### config.mk
export PLATFORM = sky130hd
export DESIGN_NAME = ttw_cursor
export DESIGN_NICKNAME = d
export VERILOG_FILES = /design/src/rtl/ttw_pkg.sv /design/src/rtl/ttw_cursor.sv
export SDC_FILE = /design/constraint.sdc
export NUM_CORES = 1
export LEC_CHECK = 0
export BUFFER_PORTS_ARGS = -buffer_cell sky130_fd_sc_hd__clkbuf_2
export CAP_MARGIN = 20
export CORE_UTILIZATION = 41
export CTS_BUF_LIST = sky130_fd_sc_hd__clkbuf_16
export DETAILED_ROUTE_END_ITERATION = 10
export GPL_TIMING_DRIVEN = 0
export SKIP_LAST_GASP = 1
export SLEW_MARGIN = 20
export SYNTH_ARGS = -nofsm -noshare
export SYNTH_HDL_FRONTEND = slang
export SYNTH_SLANG_ARGS = --single-unit
### constraint.sdc
create_clock -name clk_i -period 2.95 [get_ports clk_i]
set_input_delay 0.885 -clock clk_i [delete_from_list [all_inputs] [get_ports clk_i]]
set_output_delay 0.885 -clock clk_i [all_outputs]
set_load 0.02 [all_outputs]
### src/rtl/ttw_pkg.sv
// Shared types and constants for the text terminal writer.
// No dependencies; imported by the top level, ttw_cursor and ttw_checker.
`timescale 1ns / 1ps

package ttw_pkg;

  localparam int COLUMNS_DEF = 80;
  localparam int ROWS_DEF    = 25;
  localparam int TAB_STEP    = 8;

  localparam logic [15:0] BLANK_CELL  = 16'h0720;
  localparam logic [7:0]  COLOR_RESET = 8'h07;

  localparam logic [7:0] CH_BS    = 8'h08;
  localparam logic [7:0] CH_TAB   = 8'h09;
  localparam logic [7:0] CH_LF    = 8'h0A;
  localparam logic [7:0] CH_CR    = 8'h0D;
  localparam logic [7:0] CH_SPACE = 8'h20;
  localparam logic [7:0] CH_DEL   = 8'h7F;

  typedef enum logic [1:0] {
    REQ_PUTC  = 2'd0,
    REQ_CLEAR = 2'd1,
    REQ_READ  = 2'd2,
    REQ_PUTAT = 2'd3
  } req_e;

  // Cursor commands from the request decoder.
  typedef struct packed {
    logic put_char;
    logic clear;
  } ttw_cmd_t;

endpackage

### src/rtl/ttw_cursor.sv
// Cursor registers and put-char control decode of the text terminal writer.
// Depends on ttw_pkg.
`timescale 1ns / 1ps

module ttw_cursor import ttw_pkg::*; #(
  parameter int COLUMNS = COLUMNS_DEF,
  parameter int ROWS    = ROWS_DEF,
  localparam int CW = $clog2(COLUMNS),
  localparam int RW = $clog2(ROWS)
) (
  input  logic          clk_i,
  input  logic          rst_ni,
  input  ttw_cmd_t      cmd_i,
  input  logic [7:0]    char_i,
  output logic          print_o,
  output logic [CW-1:0] col_o,
  output logic [RW-1:0] row_o
);

  localparam logic [CW:0] TAB_ADD  = (CW+1)'(TAB_STEP);
  localparam logic [CW:0] TAB_MASK = ~((CW+1)'(TAB_STEP - 1));
  localparam logic [CW:0] COL_END  = (CW+1)'(COLUMNS);
  localparam logic [RW:0] ROW_END  = (RW+1)'(ROWS);

  logic [CW-1:0] col_q, col_d;
  logic [RW-1:0] row_q, row_d;
  logic [CW:0]   col_inc, col_tab;
  logic [RW:0]   row_inc;
  logic          line_feed;

  always_comb begin
    col_d     = col_q;
    row_d     = row_q;
    print_o   = 1'b0;
    line_feed = 1'b0;
    col_inc   = {1'b0, col_q} + 1'b1;
    col_tab   = ({1'b0, col_q} + TAB_ADD) & TAB_MASK;
    row_inc   = {1'b0, row_q} + 1'b1;

    if (cmd_i.clear) begin
      col_d = '0;
      row_d = '0;
    end else if (cmd_i.put_char) begin
      case (char_i) inside
        CH_BS: begin
          if (col_q != '0) col_d = col_q - 1'b1;
        end
        CH_TAB: begin
          // tab stop past the right edge moves to the next row
          if (col_tab >= COL_END) line_feed = 1'b1;
          else col_d = col_tab[CW-1:0];
        end
        CH_CR: col_d = '0;
        CH_LF: line_feed = 1'b1;
        [CH_SPACE:CH_DEL]: begin
          print_o = 1'b1;
          if (col_inc >= COL_END) line_feed = 1'b1;
          else col_d = col_inc[CW-1:0];
        end
        default: ;
      endcase
    end

    // wrap to the top row instead of scrolling
    if (line_feed) begin
      col_d = '0;
      row_d = (row_inc >= ROW_END) ? '0 : row_inc[RW-1:0];
    end
  end

  always_ff @(posedge clk_i or negedge rst_ni) begin
    if (!rst_ni) begin
      col_q <= '0;
      row_q <= '0;
    end else begin
      col_q <= col_d;
      row_q <= row_d;
    end
  end

  assign col_o = col_q;
  assign row_o = row_q;

endmodule

### Yosys cells after proc, flatten, opt, wreduce, memory -nomap -nowiden

Cells that the tools add are included.

* flip-flop bits (word level): 12
* output and inout port bits: 13
* word-level logic and storage cells: 55

* add/subtract/negate cells: 4
* $lt $le $gt $ge: 5
* equal/unequal tests: 8
* mux-type cells: 30
* reductions and logical operators: 6

Operator list (count)
* $mux W7: 11
* $eq A8 B4 Y1 const B: 4
* $ge A8 B7 Y1 const B: 2
* $mux W1: 16
* $mux W5: 3
* $ne A6 B6 Y1 const B: 2
* $add A7 B1 Y8 const B: 1
* $add A7 B4 Y8 const B: 1
* $ge A8 B6 Y1 const B: 1
* $le A8 B7 Y1 const B: 1
* $reduce_bool A7 Y1: 1
* $sub A7 B1 Y7 const B: 1
* $add A5 B1 Y6 const B: 1
* $ge A6 B5 Y1 const B: 1
* $reduce_and A6 Y1: 1
* $reduce_bool A6 Y1: 1
* $ne A5 B5 Y1 const B: 1
* $ne A4 B3 Y1 const B: 1
* $reduce_bool A3 Y1: 1
* $reduce_bool A2 Y1: 1
* $logic_and A1 B1 Y1: 1

### Longest topological paths before layout

* word-level depth: 12
* depth in mapped cells: 8
* gate-level depth less buffers: 8

### Worst setup path before layout

No wires, ideal clock.

* kind: in2out
* start: in char_i[6]
* end: out print_o
* arrival time: 1.459 ns
* required time: 2.065 ns
* setup slack: 0.606 ns
* cell stages on the path: 4
* buffers on the path: 0
* path through: nor2_1 nor2_1 nand2_1 nor2_1

* word-level cells in the longest chain between the ends: 9
* elaborated cells between the ends (all ways): 14
* those cells by class: order compare: 2; eq/ne: 4; mux: 7; reduce/logical: 1

RTL lines
* start, declared: line ttw_cursor.sv:14 `input logic [7:0] char_i,`
* $ge A8 B6 Y1 (no line) or $le A8 B7 Y1 (tied branches)
* $logic_and A1 B1 Y1 (no line)
* $mux W1 (4 in a row): line ttw_cursor.sv:44 `case (char_i) inside`
* $mux W1 *: line ttw_cursor.sv:44
* $mux W1 *: line ttw_cursor.sv:43 `end else if (cmd_i.put_char) begin`
* $mux W1 *: line ttw_cursor.sv:40 `if (cmd_i.clear) begin`
* end, declared: line ttw_cursor.sv:15 `output logic print_o,`

Every way passes the cells marked *; elsewhere a longest branch is shown, timed or not.

### Worst setup path in the final report

Same ends and word-level chain as after synthesis.

==> results.sh <==
export IMPL_tightestPinTransition_ns=0.5084
export IMPL_cts_clk_slew_worst_paths_ns=0.04
export IMPL_fp_dieW_um=57.52
export IMPL_skew_ns=0.001703
export IMPL_worst_path_most_repeated_cell="nor2_1"
export IMPL_timing_rr_start="col_o[3]"
export IMPL_multiInputGateArea_um2=878.3
export IMPL_ys_seq_area_frac=0.2376
export IMPL_syn2layout_area_growth_pct=17.72
export IMPL_hpwl_mm=2.643
export IMPL_post_route_util=0.5259
export IMPL_ant_nets=0
export IMPL_cp_start_kind="primary input"
export IMPL_cts_hold_buf=0
export IMPL_status="finished clean"
export IMPL_drive_gt1_frac=0.2965
export IMPL_max_freq_ghz=0.3844
export IMPL_detail_route_wl_per_cell_um=17.36
export IMPL_min_period_ns=2.601
export IMPL_synth_area_per_cell_um2=8.597
export IMPL_cp_slowest_cell="nor2_1"
export IMPL_hold_path_class="flop to flop"
export IMPL_power_density_nw_per_um2=330.0
export IMPL_critPathMaxFanout=4
export IMPL_setup_tns_ns=0
export IMPL_synth_nets=166
export IMPL_grt_pass1_wl_mm=6.016
export IMPL_start_util=0.4467
export IMPL_synthCells=147
export IMPL_setup_viol=0
export IMPL_dr_pass1_iters=4
export IMPL_rr_worst_depth=7
export IMPL_cts_resized=0
export IMPL_ys_ff_latch=12
export IMPL_arrival_ns=1.72
export IMPL_setup_ws_ns=0.3487
export IMPL_clk_path_buf_depth=2
export IMPL_slowest_delay_ns=0.23
export IMPL_r2r_end="row_o[4]"
export IMPL_crit_chain="clkbuf_2 -> nor2_1 -> nor2_1 -> nand2_1 -> nor2_1 -> clkbuf_2"
export IMPL_grt_max_degree=13
export IMPL_p_leak_nw=0.6645
export IMPL_place_worst_setup_slack_ns=0.3480
export IMPL_grt_antenna_before_repair=0
export IMPL_gp_congestion=0.8954
export IMPL_drt_iter0_markers=49
export IMPL_fillers=279
export IMPL_dieHeight_um=57.52
export IMPL_end_kind="output port"
export IMPL_tritoncts="done"
export IMPL_ff2ff_setup_slack_ns=0.45
export IMPL_rows=19
export IMPL_hold_end="row_o[3]"
export IMPL_gr_total_overflow=0
export IMPL_track_usage=0.2390
export IMPL_min_from="row_o[3]"
export IMPL_synthDistinctLibCells=57
export IMPL_slew_viol_final=0
export IMPL_vias=1295
export IMPL_syn_area_um2=1264
export IMPL_post_cts_buffers=0
export IMPL_clkLatencyLatePin_ns=0.24
export IMPL_viasPerCell=6.379
export IMPL_rsz0062_at_grt="no"
export IMPL_peakVddDrop_uv=350.4
export IMPL_crit_required_ns=2.07
export IMPL_cts_htree_levels=1
export IMPL_portBuffers=22
export IMPL_synth_edf_count=0
export IMPL_slew_headroom=0.6588
export IMPL_cts_root_buf="clkbuf_16"
export IMPL_die_area_um2=3308
export IMPL_critPathKind="primary input to output port"
export IMPL_ff_latch_area_um2=300.3
export IMPL_synth_async_reset_ratio=1.000
export IMPL_numCtsBuffers=3
export IMPL_diodes=0
export IMPL_io_pins=25
export IMPL_crit_family="simple AND/OR/NAND/NOR gates"
export IMPL_whs_path_depth=1
export IMPL_drc=0
export IMPL_yosys_warnings=0
export IMPL_nNetsFinal=193
export IMPL_synthFlopType="dfrtp_1"
export IMPL_hold_violations=0
export IMPL_postRouteWirelength_mm=3.525
export IMPL_grt_pass1_vias=1250
export IMPL_max_cap_viol_count=0
export IMPL_worst_path_buf_inv=2
export IMPL_clock_sinks=12
export IMPL_core_area_um2=2829
export IMPL_fin_crit_sh=0.8818
==> synth_stat cells (2+ instances only) <==
cell      instances  area share
a21oi_1          10       0.040
a31oi_1           4       0.020
and2_1            3       0.015
and3_1            2      0.0099
buf_2             2      0.0079
buf_4             3       0.018
dfrtp_1          12        0.24
ha_1              7       0.069
inv_1            11       0.033
mux2i_1           3       0.024
nand2_1           9       0.027
nand3_1           9       0.036
nor2_1            9       0.027
nor2b_1           4       0.020
nor3_1            7       0.028
nor3b_1           2       0.012
nor4_1            3       0.015
o211ai_1          2       0.012
o21ai_0           3       0.012
o32ai_1           2       0.014
o41ai_2           3       0.039
or3_1             2      0.0099
==> placed cells by master (no fill, tap or decap), types with 2 or more instances in the layout <==
| cell type | netlist | routed |
|---|---|---|
| o211ai_1 | 2 | 2 |
| and2_1 | 3 | 3 |
| nand3_1 | 9 | 9 |
| mux2i_1 | 3 | 3 |
| nor3_1 | 7 | 7 |
| nor3b_1 | 2 | 2 |
| nor2b_1 | 4 | 4 |
| buf_4 | 3 | 3 |
| o41ai_2 | 3 | 3 |
| dfrtp_1 | 12 | 12 |
| clkbuf_2 | 0 | 22 |
| o21ai_0 | 3 | 3 |
| nor2_1 | 9 | 9 |
| clkbuf_16 | 0 | 3 |
| a21oi_1 | 10 | 10 |
| ha_1 | 7 | 7 |
| o32ai_1 | 2 | 2 |
| nor4_1 | 3 | 3 |
| inv_1 | 11 | 11 |
| buf_2 | 2 | 2 |
| and3_1 | 2 | 2 |
| nand2_1 | 9 | 9 |
| a31oi_1 | 4 | 4 |
| or3_1 | 2 | 2 |
==> worst register-to-register path: stages (launching register included) <==
cell,delay [ns]
dfrtp_1,0.52
inv_1,0.15
ha_1,0.36
o41ai_1,0.46
o41ai_2,0.12
a32o_2,0.33
a311o_2,0.40
o31ai_1,0.07
==> registers in the layout, summed over array words and instances, names as in the netlist <==
register,cells
col_o,7
row_o,5
==> worst max path at each step <==
stage | from | end | slack (ns) | cells after the start
floorplan | char_i[6] | print_o | 0.61 | 4
global placement | char_i[5] | print_o | 0.36 | 6
detailed placement | char_i[5] | print_o | 0.35 | 6
CTS | char_i[5] | print_o | 0.34 | 6
global route | char_i[5] | print_o | 0.25 | 6
finish | char_i[6] | print_o | 0.35 | 6
==> report_power, final <==
part	total [mW]	switching (mW)	internal (mW)
clock network	0.243	0.0665	0.176
logic	0.0768	0.0476	0.0292
registers	0.172	0.00423	0.167
total	0.491	0.118	0.373
==> per-layer routing <==
metal | up-vias | GRT usage | wire [µm]
met4 | 0 | 0.09059 | 59
met5 | - | 0 | 0
met2 | 50 | 0.3621 | 1610
li1 | 611 | - | -
met1 | 627 | 0.3315 | 1597
met3 | 7 | 0.05215 | 257
==> layout make-up <==
cell class,instances,area share
repair buffers,22,0.07401
multi-input cells,118,0.5904
flip-flops and latches,12,0.2018
inverters,11,0.02775
clock buffers,3,0.05046
plain buffers,6,0.02944
well taps,31,0.02607
==> kinds of logic (layout without fill, tap and decap cells) <==
group	after synthesis	in the layout	synth area share
buffers and inverters	17	42	0.06733
multiplexers	4	4	0.03564
XOR/XNOR	1	1	0.006932
flip-flops	12	12	0.2376
AO/OA/AOI/OAI	46	46	0.3030
AND/OR/NAND/NOR	60	60	0.2802
adder cells (fa/ha/maj)	7	7	0.06930
==> per-stage QoR <==
step	hold slack, ns	cells	power, mW	cell area (µm²)
2_1_floorplan	0.5894	147	0.2207	1264
3_3_place_gp	0.5140	200	0.2478	1413
3_5_place_dp	0.5181	200	0.2488	1413
4_1_cts	0.5242	203	0.4948	1488
5_1_grt	0.5433	203	0.5115	1488
6_report	0.5212	203	0.4909	1488
Power figures use the tool's default switching activity.
